`src/rtl/core/sfr_pkg.sv`:
```
// Shared types, character codes and the CRC-16 byte update for the stuffed frame receiver.
package sfr_pkg;

  localparam int MaxFrame = 256;
  localparam int CntW     = $clog2(MaxFrame + 2);
  localparam int LenSat   = 256;

  localparam logic [15:0] TimeoutReset = 16'd1000;
  localparam logic [15:0] CrcPoly      = 16'h1021;

  localparam logic [7:0] ChDle = 8'h05;
  localparam logic [7:0] ChStx = 8'h55;
  localparam logic [7:0] ChEtx = 8'h04;

  typedef enum logic [1:0] {
    KindPayload = 2'd0,
    KindStatus  = 2'd1,
    KindAbort   = 2'd2
  } kind_e;

  typedef struct packed {
    logic       op;
    logic [7:0] rx_byte;
  } in_word_t;

  typedef struct packed {
    kind_e      kind;
    logic [7:0] payload_byte;
    logic [8:0] frame_length;
    logic       crc_ok;
    logic       length_ok;
    logic       overflow;
  } out_word_t;

  // Word as it sits in the queue, already classified by the front end.
  typedef struct packed {
    logic       is_tick;
    logic       is_stx;
    logic       is_dle;
    logic       is_etx;
    logic [7:0] data;
  } item_t;

  // Handshake between the queue and the back end.
  typedef struct packed {
    logic avail;
    logic take;
  } q_ctrl_t;

  function automatic logic [15:0] crc16_byte(logic [15:0] crc, logic [7:0] b);
    logic [15:0] c;
    c = crc ^ {b, 8'h00};
    for (int i = 0; i < 8; i++) begin
      c = c[15] ? ({c[14:0], 1'b0} ^ CrcPoly) : {c[14:0], 1'b0};
    end
    return c;
  endfunction

endpackage

```
`src/rtl/core/stuffed_frame_receiver_crc16_core.sv`:
```
// Stuffed frame receiver: byte-stuffed frame decoding with a CRC-16 check.
// Throughput: one word per cycle while the output is not stalled, set by the back end step.
// A word accepted at an edge is written into the queue; the back end takes it from there once
// the output register is free, and its result is then held in the output register.
// The two-entry queue stalls the input only when full; the back end stalls only on out_stall_i.
// Reset: asynchronous, active low; the block comes up idle with timeout_q at 1000.
module stuffed_frame_receiver_crc16_core (
  input  logic               clk_i,
  input  logic               rst_ni,
  input  logic               in_valid_i,
  output logic               in_stall_o,
  input  sfr_pkg::in_word_t  in_word_i,
  output logic               out_valid_o,
  input  logic               out_stall_i,
  output sfr_pkg::out_word_t out_word_o,
  input  logic               cfg_we_i,
  input  logic [15:0]        cfg_wdata_i
);
  import sfr_pkg::*;

  logic    q_full;
  logic    q_push;
  logic    q_avail;
  logic [1:0] q_level;
  item_t   front_item;
  item_t   back_item;
  q_ctrl_t q_ctrl;

  sfr_front u_front (
    .in_valid_i (in_valid_i),
    .in_stall_o (in_stall_o),
    .in_word_i  (in_word_i),
    .q_full_i   (q_full),
    .push_o     (q_push),
    .item_o     (front_item)
  );

  sfr_queue u_queue (
    .clk_i   (clk_i),
    .rst_ni  (rst_ni),
    .push_i  (q_push),
    .item_i  (front_item),
    .full_o  (q_full),
    .level_o (q_level),
    .take_i  (q_ctrl.take),
    .avail_o (q_avail),
    .item_o  (back_item)
  );

  sfr_back u_back (
    .clk_i       (clk_i),
    .rst_ni      (rst_ni),
    .cfg_we_i    (cfg_we_i),
    .cfg_wdata_i (cfg_wdata_i),
    .q_ctrl_o    (q_ctrl),
    .q_avail_i   (q_avail),
    .item_i      (back_item),
    .out_valid_o (out_valid_o),
    .out_stall_i (out_stall_i),
    .out_word_o  (out_word_o)
  );

  // The queue never holds more than its two entries.
  assert property (@(posedge clk_i) disable iff (!rst_ni) q_level != 2'd3)
    else $error("queue level out of range");

  // The back end only pops an item that is present.
  assert property (@(posedge clk_i) disable iff (!rst_ni) q_ctrl.take |-> q_ctrl.avail)
    else $error("pop from empty queue");

  // Status fields are zero on every word that is not a frame end status.
  assert property (@(posedge clk_i) disable iff (!rst_ni)
      out_valid_o && (out_word_o.kind != KindStatus) |->
      (out_word_o.frame_length == 9'd0) && !out_word_o.crc_ok &&
      !out_word_o.length_ok && !out_word_o.overflow)
    else $error("status fields set on a non-status word");

  // A frame that overflowed never passes the length check.
  assert property (@(posedge clk_i) disable iff (!rst_ni)
      out_valid_o && out_word_o.overflow |-> !out_word_o.length_ok &&
      (out_word_o.frame_length == 9'(LenSat)))
    else $error("overflowed frame reported with a valid length");

endmodule

```
`src/rtl/core/sfr_front.sv`:
```
// Front end: accepts input words and classifies them into queue items.
module sfr_front (
  input  logic              in_valid_i,
  output logic              in_stall_o,
  input  sfr_pkg::in_word_t in_word_i,
  input  logic              q_full_i,
  output logic              push_o,
  output sfr_pkg::item_t    item_o
);
  import sfr_pkg::*;

  assign in_stall_o = q_full_i;
  assign push_o     = in_valid_i && !q_full_i;

  always_comb begin
    item_o.is_tick = in_word_i.op;
    item_o.data    = in_word_i.rx_byte;
    item_o.is_stx  = !in_word_i.op && (in_word_i.rx_byte == ChStx);
    item_o.is_dle  = !in_word_i.op && (in_word_i.rx_byte == ChDle);
    item_o.is_etx  = !in_word_i.op && (in_word_i.rx_byte == ChEtx);
  end

endmodule

```
`src/rtl/core/sfr_queue.sv`:
```
// Two-entry queue that decouples the front end from the back end.
module sfr_queue (
  input  logic              clk_i,
  input  logic              rst_ni,
  input  logic              push_i,
  input  sfr_pkg::item_t    item_i,
  output logic              full_o,
  output logic [1:0]        level_o,
  input  logic              take_i,
  output logic              avail_o,
  output sfr_pkg::item_t    item_o
);
  import sfr_pkg::*;

  item_t      mem_q [2];
  logic       wr_ptr_q, wr_ptr_d;
  logic       rd_ptr_q, rd_ptr_d;
  logic [1:0] count_q, count_d;
  logic       do_push, do_pop;

  assign full_o  = (count_q == 2'd2);
  assign avail_o = (count_q != 2'd0);
  assign level_o = count_q;
  assign item_o  = mem_q[rd_ptr_q];

  assign do_push = push_i && !full_o;
  assign do_pop  = take_i && avail_o;

  always_comb begin
    wr_ptr_d = do_push ? ~wr_ptr_q : wr_ptr_q;
    rd_ptr_d = do_pop ? ~rd_ptr_q : rd_ptr_q;
    count_d  = count_q + 2'(do_push) - 2'(do_pop);
  end

  always_ff @(posedge clk_i or negedge rst_ni) begin
    if (!rst_ni) begin
      wr_ptr_q <= 1'b0;
      rd_ptr_q <= 1'b0;
      count_q  <= 2'd0;
    end else begin
      wr_ptr_q <= wr_ptr_d;
      rd_ptr_q <= rd_ptr_d;
      count_q  <= count_d;
    end
  end

  always_ff @(posedge clk_i) begin
    if (do_push) begin
      mem_q[wr_ptr_q] <= item_i;
    end
  end

endmodule

```
`src/rtl/core/sfr_back.sv`:
```
// Back end: framing state machine, CRC, status generation and the output register.
module sfr_back (
  input  logic               clk_i,
  input  logic               rst_ni,
  input  logic               cfg_we_i,
  input  logic [15:0]        cfg_wdata_i,
  output sfr_pkg::q_ctrl_t   q_ctrl_o,
  input  logic               q_avail_i,
  input  sfr_pkg::item_t     item_i,
  output logic               out_valid_o,
  input  logic               out_stall_i,
  output sfr_pkg::out_word_t out_word_o
);
  import sfr_pkg::*;

  typedef enum logic [2:0] {
    ModeIdle  = 3'b001,
    ModeHunt  = 3'b010,
    ModeFrame = 3'b100
  } mode_e;

  mode_e            mode_q, mode_d;
  logic             esc_q, esc_d;
  logic [15:0]      ticks_q, ticks_d;
  logic [CntW-1:0]  count_q, count_d;
  logic [15:0]      hold_q, hold_d;
  logic [15:0]      crc_q, crc_d;
  logic [15:0]      size_q, size_d;
  logic             ovf_q, ovf_d;
  logic [15:0]      timeout_q;
  logic             out_valid_q, out_valid_d;
  out_word_t        out_word_q, out_word_d;

  logic             take;
  logic             in_frame;
  logic [15:0]      ticks_inc;
  logic [15:0]      limit;

  // The output register frees up either when empty or when its word is taken now.
  assign take           = q_avail_i && (!out_valid_q || !out_stall_i);
  assign q_ctrl_o.avail = q_avail_i;
  assign q_ctrl_o.take  = take;

  assign in_frame  = (mode_q == ModeFrame);
  assign ticks_inc = (ticks_q == 16'hFFFF) ? ticks_q : ticks_q + 16'd1;
  assign limit     = (timeout_q == 16'd0) ? 16'd1 : timeout_q;

  always_comb begin
    mode_d      = mode_q;
    esc_d       = esc_q;
    ticks_d     = ticks_q;
    count_d     = count_q;
    hold_d      = hold_q;
    crc_d       = crc_q;
    size_d      = size_q;
    ovf_d       = ovf_q;
    out_valid_d = out_valid_q && out_stall_i;
    out_word_d  = out_word_q;

    if (take) begin
      out_valid_d = 1'b0;
      out_word_d  = '0;
      if (item_i.is_tick) begin
        unique case (mode_q) inside
          ModeHunt, ModeFrame: begin
            if (ticks_inc >= limit) begin
              if (in_frame) begin
                out_valid_d     = 1'b1;
                out_word_d.kind = KindAbort;
              end
              mode_d  = ModeIdle;
              esc_d   = 1'b0;
              ticks_d = 16'd0;
            end else begin
              ticks_d = ticks_inc;
            end
          end
          default: begin
            // Ticks are ignored while idle; an unknown mode settles to idle.
            mode_d = ModeIdle;
          end
        endcase
      end else begin
        ticks_d = 16'd0;
        if (!in_frame) begin
          if (item_i.is_stx) begin
            mode_d  = ModeFrame;
            esc_d   = 1'b0;
            count_d = '0;
            hold_d  = 16'd0;
            crc_d   = 16'd0;
            size_d  = 16'd0;
            ovf_d   = 1'b0;
          end else begin
            mode_d = ModeHunt;
          end
        end else if (!esc_q && item_i.is_dle) begin
          esc_d = 1'b1;
        end else if (!esc_q && item_i.is_etx) begin
          out_valid_d             = 1'b1;
          out_word_d.kind         = KindStatus;
          out_word_d.frame_length = (count_q > CntW'(LenSat)) ? 9'(LenSat) : 9'(count_q);
          out_word_d.crc_ok       = (count_q >= CntW'(2)) && (crc_q == hold_q);
          out_word_d.length_ok    = !ovf_q && (17'(count_q) == 17'(size_q) + 17'd5);
          out_word_d.overflow     = ovf_q;
          mode_d                  = ModeIdle;
          esc_d                   = 1'b0;
        end else begin
          // Data word: the byte two places back leaves, so the trailing CRC never does.
          esc_d = 1'b0;
          if (count_q >= CntW'(2)) begin
            crc_d                   = crc16_byte(crc_q, hold_q[15:8]);
            out_valid_d             = 1'b1;
            out_word_d.kind         = KindPayload;
            out_word_d.payload_byte = hold_q[15:8];
          end
          if (count_q == CntW'(1)) begin
            size_d = {item_i.data, 8'h00};
          end else if (count_q == CntW'(2)) begin
            size_d = {size_q[15:8], item_i.data};
          end
          hold_d = {hold_q[7:0], item_i.data};
          if (count_q >= CntW'(MaxFrame)) begin
            ovf_d = 1'b1;
          end
          if (count_q <= CntW'(MaxFrame)) begin
            count_d = count_q + CntW'(1);
          end
        end
      end
    end
  end

  always_ff @(posedge clk_i or negedge rst_ni) begin
    if (!rst_ni) begin
      mode_q      <= ModeIdle;
      esc_q       <= 1'b0;
      ticks_q     <= 16'd0;
      count_q     <= '0;
      hold_q      <= 16'd0;
      crc_q       <= 16'd0;
      size_q      <= 16'd0;
      ovf_q       <= 1'b0;
      timeout_q   <= TimeoutReset;
      out_valid_q <= 1'b0;
    end else begin
      mode_q      <= mode_d;
      esc_q       <= esc_d;
      ticks_q     <= ticks_d;
      count_q     <= count_d;
      hold_q      <= hold_d;
      crc_q       <= crc_d;
      size_q      <= size_d;
      ovf_q       <= ovf_d;
      out_valid_q <= out_valid_d;
      if (cfg_we_i) begin
        timeout_q <= cfg_wdata_i;
      end
    end
  end

  always_ff @(posedge clk_i) begin
    out_word_q <= out_word_d;
  end

  assign out_valid_o = out_valid_q;
  assign out_word_o  = out_word_q;

endmodule

```
`config.mk`:
```
export PLATFORM = sky130hd
export DESIGN_NAME = stuffed_frame_receiver_crc16_core
export DESIGN_NICKNAME = d
export VERILOG_FILES = /design/src/rtl/core/sfr_pkg.sv /design/src/rtl/core/stuffed_frame_receiver_crc16_core.sv /design/src/rtl/core/sfr_front.sv /design/src/rtl/core/sfr_queue.sv /design/src/rtl/core/sfr_back.sv
export SDC_FILE = /design/constraint.sdc
export NUM_CORES = 1
export LEC_CHECK = 0
export BUFFER_PORTS_ARGS = -buffer_cell sky130_fd_sc_hd__buf_2
export CORE_UTILIZATION = 53
export CTS_CLUSTER_SIZE = 30
export DETAILED_ROUTE_END_ITERATION = 6
export HOLD_SLACK_MARGIN = 0.03
export PLACE_DENSITY = 0.81
export RECOVER_POWER = 25
export SLEW_MARGIN = 20
export SYNTH_ARGS = -nofsm -noshare
export SYNTH_HDL_FRONTEND = slang
export SYNTH_HIERARCHICAL = 1
export SYNTH_SLANG_ARGS = --single-unit
```
`constraint.sdc`:
```
create_clock -name clk_i -period 3.03 [get_ports clk_i]
set_input_delay 0.303 -clock clk_i [delete_from_list [all_inputs] [get_ports clk_i]]
set_output_delay 0.303 -clock clk_i [all_outputs]
set_load 0.005 [all_outputs]
```
# ---- Yosys cells after proc, flatten, opt, wreduce, memory -nomap -nowiden
# Memories as Yosys holds them, arrays and structs flattened.
# Cells that the tools add are included.
dict set report totals {
  ramBits 24
  latch_bits 0
  out_inout_bits 24
  inputBits 30
  reg_bits 121
  romBits 0
  wordCells 176
  n_memories 1
}
# memory depth word_bits read_ports rd_clocked_by_memory_dff wr line
set mem_list {}
lappend mem_list {u_queue.mem_q 2 12 1 0 1 sfr_queue.sv:15} ;# item_t mem_q [2];
dict set report op_classes {
  n_bitwise 15
  mul 0
  eq_ne 23
  div 0
  n_reduce_logical 36
  add_sub_neg 5
  order_cmp 5
  mux 70
  shift 0
}
# operator count
set op_table {}
lappend op_table {{$mux 16} 17}
lappend op_table {{$mux 13} 8}
lappend op_table {{$mux 9} 6}
lappend op_table {{$mux 22} 2}
lappend op_table {{$reduce_and 6->1} 5}
lappend op_table {{$mux 8} 3}
lappend op_table {{$not 3->3} 8}
lappend op_table {{$mux 1} 21}
lappend op_table {{$mux 3} 7}
lappend op_table {{$add 16x3->17 const B} 1}
lappend op_table {{$eq 9x17->1} 1}
lappend op_table {{$add 16x1->16 const B} 1}
lappend op_table {{$eq 16x16->1} 1}
lappend op_table {{$eq 16x16->1 const B} 1}
lappend op_table {{$eq 8x3->1 const B} 2}
lappend op_table {{$ge 16x16->1} 1}
lappend op_table {{$logic_not 16->1} 1}
lappend op_table {{$xor 16x16->16} 1}
lappend op_table {{$logic_and 1x1->1} 12}
lappend op_table {{$mux 12} 1}
lappend op_table {{$ne 2x2->1 const B} 6}
lappend op_table {{$mux 2} 5}
lappend op_table {{$reduce_or 5->1} 2}
lappend op_table {{$add 9x1->9 const B} 1}
lappend op_table {{other kinds (25)} 40}

# ---- Depth between registers and ports, before layout
dict set report depth {
  depth_word 21
  mapped_depth 14
  ltp_nobuf 13
}

# ---- By module
# Netlist, hierarchy kept.
# mod area_per_inst_um2 cells_per_inst instances seq_area_each_um2
set by_module_without_submodules {}
lappend by_module_without_submodules {sfr_back 6453.7 668 1 3046.7}
lappend by_module_without_submodules {sfr_queue 1068.5 55 1 820.8}
lappend by_module_without_submodules {sfr_front 141.4 18 1 0.0}

# ---- Worst setup path after synthesis
# No wires, ideal clock.
dict set report synth_path {
  path_kind {reg-to-reg}
  start {register u_back.ticks_q[7]}
  end {register u_back.ticks_q[3]}
  required_ps 2909
  path_buffers 2
  period_less_slack_ps 3091
  arrival_ps 2970
  setup_time_ps 121
  stages_incl_launch_ff 15
  slack_ps -61
  cell_sequence {dfrtp_1 -> buf_2 -> and4_1 -> and2_0 -> nand3b_1 -> and3_1 -> xor2_1 -> ha_1 -> nand2_1 -> or3_1 -> o221ai_1 -> a21oi_1 -> and2_0 -> clkbuf_1 -> a22o_1}
}
dict set report synth_via {
  elab_chain_len 6
  elab_cells_between_ends 7
  cone_classes {1 x add/sub; 1 x order compare; 1 x eq/ne; 4 x mux}
}
# item line
set synth_rtl {}
lappend synth_rtl {{from (decl)} sfr_back.sv:24} ;# logic [15:0] ticks_q, ticks_d;
lappend synth_rtl {{from (signal assigned)} sfr_back.sv:149} ;# ticks_q <= ticks_d;
lappend synth_rtl {{$add 16x1->16 or $eq 16x16->1 (tied branches)} sfr_back.sv:45} ;# assign ticks_inc = (ticks_q == 16'hFFFF) ? ticks_q : ticks_q + 16'd1;
lappend synth_rtl {{$mux 16 *} sfr_back.sv:45}
lappend synth_rtl {{$ge 16x16->1} sfr_back.sv:66} ;# if (ticks_inc >= limit) begin
lappend synth_rtl {{$mux 16 *} sfr_back.sv:66}
lappend synth_rtl {{$mux 16 *} sfr_back.sv:64} ;# unique case (mode_q) inside
lappend synth_rtl {{$mux 16 *} sfr_back.sv:63} ;# if (item_i.is_tick) begin
# Mark *: on every way between the ends. The rest lies on a longest branch, timed or not. The select of a mux whose other input is x is not followed.
# A chain may end at the register's enable or synchronous reset.

# ---- Worst setup path in the final report
dict set report layout_path {
  start {register u_back.ticks_q[1]}
  end {register u_back.ticks_q[0]}
}
# The elaborated chain is that of the path after synthesis.

==> metrics.md <==
| Metric | Value |
|---|---|
| Outcome | finished with violations |
| Violated checks | capacitance limit, slew limit, setup timing |
| Post-Route WL | 17.8 mm |
| Max Fclk | 317 MHz |
| Slew Limit Fails | 59 |
| Most frequent cells in the layout | nand2_1, dfrtp_1, edfxtp_1, buf_2, buf_4 |
| # diodes | 0 |
| CTS clk-pin slew, worst paths | 0.06 ns |
| DR DRC count | 0 |
| Congestion Overflow GR | 0 |
| Final Setup Violations | 20 |
| Post-DP HPWL | 11.4 mm |
| Fin nets | 872 |
| Crit-path max FO | 7 |
| Arrival time worst endpoint | 3.49 ns |
| Largest net degree at the start of global routing | 60 |
| CP endpoint kind | register |
| Setup CP Type | register to register |
| Commonest non-fill, non-tap cell in the layout | nand2_1 |
| Total vias in the final route | 6056 |
| Reg2reg start | u_back/ticks_q[1] |
| Reg-to-Reg End | u_back/ticks_q[0] |
| Synth warn | 6 |
| Synth Instances | 740 |
| CP Cell Sequence | ha_4 > nand3_4 > nand3b_1 > buf_4 > mux2_4 > ha_4 > a211o_1 > a31oi_2 > o221ai_2 > a21oi_2 > buf_6 > buf_4 > nand3_1 > a31oi_1 |
| Tcrit/Tclk final | 104% |
| CP max stage cell | dfrtp_1 |
| Worst EP required | 3.36 ns |
| Vias per cell | 5.98 |
| DRT Pass-1 Iters | 6 |
| Static Leakage | 0.00395 uW |
| Worst Tran Pin Value | 1.55 ns |
| Max-Cap Viols | 1 |
| Root buf cell | clkbuf_16 |
| Crit path time final | 3.16 ns |
| CTS Sinks | 145 |
| Hold_ws | 0.0902 ns |
| Largest stage delay, worst path | 0.41 ns |
| Worst Hold Launch | cfg_wdata_i[8] |
| Placement Setup Slack | -0.220 ns |
| Vias in the first global route | 5674 |
| Hold crit path type | input port to register |
| RSZ-0062 raised after global routing | yes |
| Net count after synthesis | 793 |
| Worst VDD drop | 0.000493 V |
| Worst r2r path cells | 14 |
| Mapped Area | 7660 um2 |
| Antenna violations before repair | 0 |
| Buffer depth of the longest clock path | 2 |
| Wirelength per Cell | 17.6 um |
| Register-to-Register Setup Slack | -0.13 ns |
| First-pass GRT wire length | 27.6 mm |
| Initial drt markers | 456 |
| Fin. Hold Viols | 0 |
| Die width | 122 um |
| Clk Latency, worst-skew pair | 0.42 ns |
| Pwr Density | 829 nW/um2 |
| Post-DRT Antenna Nets | 0 |
| Cts bufs inserted | 17 |
| Core region area | 14000 um2 |
| Die H | 122 um |
| Buffers on Ports | 53 |
| Hold Crit Depth | 3 |
| RePlAce Congestion | 0.956 |
| Worst Hold Path EP | u_back/timeout_q[8] |
| Fraction of layout cells with a size suffix above 1 | 23.8% |
| Delay-heaviest family, CP | compound AO/OA/AOI/OAI gates |
| Initial core utilization | 54.7% |
| CTS tree | yes |
| Area grow syn2layout | 19.2% |
| Worst slew margin | -3.66% |
| WP buf/inv | 3 |
| Mean Syn Cell Area | 10.3 um2 |
| Die area | 14900 um2 |
| Type of origin of the critical path | register |
| GRT Overall Usage | 24.0% |
| Ports | 54 |
| Final WS setup | -0.128 ns |
| H-tree depth | 4 |
| Clock skew | 0.00789 ns |
| Row Count | 43 |
[worst register-to-register path, cell delays in order, from the launching register on]
cell      delay [ns]
dfrtp_1         0.41
ha_4            0.17
nand3_4         0.11
nand3b_1        0.26
buf_4           0.18
mux2_4          0.32
ha_4            0.16
a211o_1         0.27
a31oi_2         0.20
o221ai_2        0.16
a21oi_2         0.24
buf_6           0.18
buf_4           0.13
nand3_1         0.10
a31oi_1         0.17
[routing by layer]
layer / up-vias / GRT usage (%) / wire length (um)
met5: - / 0 / 0
met4: 0 / 11.5 / 502
met3: 45 / 3.89 / 892
met2: 233 / 39.7 / 8970
met1: 2943 / 30.8 / 7460
li1: 2835 / - / -
[how the worst max path moves through the flow]
stage,from,endpoint,slack (ns),cells past startpoint
4_1_cts,u_back/ticks_q[1],u_back/ticks_q[3],-0.02,13
3_3_place_gp,u_back/ticks_q[0],u_back/ticks_q[2],-0.08,13
6_report,u_back/ticks_q[1],u_back/ticks_q[0],-0.13,14
3_5_place_dp,u_back/ticks_q[1],u_back/ticks_q[3],-0.22,13
5_1_grt,u_back/ticks_q[4],u_back/ticks_q[0],-0.26,14
2_1_floorplan,u_back/ticks_q[0],u_back/ticks_q[3],0.001,13
[cell type report]
cell class / instances / area [um2]
multi-input combinational: 525 / 3650
inverter: 27 / 101
tap: 180 / 225
clock buffer: 25 / 548
clock inverter: 7 / 68.8
fill: 1045 / 4870
timing repair buffer: 103 / 663
sequential: 145 / 3870
[through the flow]
stage | util [%] | instance area (um2) | setup TNS (ns) | instances | total power [uW]
5_1_grt | 65.2 | 9120 | -4.71 | 1012 | 7990
2_1_floorplan | - | 7670 | 0 | 740 | 4620
4_1_cts | 63.6 | 8890 | -0.0500 | 1001 | 7490
3_5_place_dp | 58.6 | 8200 | -1.91 | 963 | 5350
6_report | 65.2 | 9120 | -1.53 | 1012 | 7560
3_3_place_gp | 58.6 | 8200 | -0.589 | 963 | 5260
[timing repair]
| item | in CTS | in global routing |
|---|---|---|
| endpoints found under the setup margin | 15 | 22 |
| pin swaps | 0 | 21 |
| setup buffers | 5 | 9 |
| resized for setup | 8 | 38 |
| cloned | 0 | 2 |
| hold buffers | 1 | 0 |
| endpoints found under the hold margin | 57 | 0 |
[where the power goes]
part	internal (uW)	total, uW	switching, uW
combinational	1010	2530	1520
sequential	2550	2920	370
clock	1330	2110	779
total	4900	7560	2670
[state kept, by name (all words and copies together), names as in the netlist, 2 cells and up]
name               cells
u_back/hold_q         16
u_back/count_q         9
u_back/ticks_q        16
u_back/size_q         16
u_queue/mem_q         24
u_queue/level_o        2
u_back/mode_q          3
u_back/crc_q          16
u_back/timeout_q      16
u_back/out_word_o     22
Power figures use the tool's default switching activity.
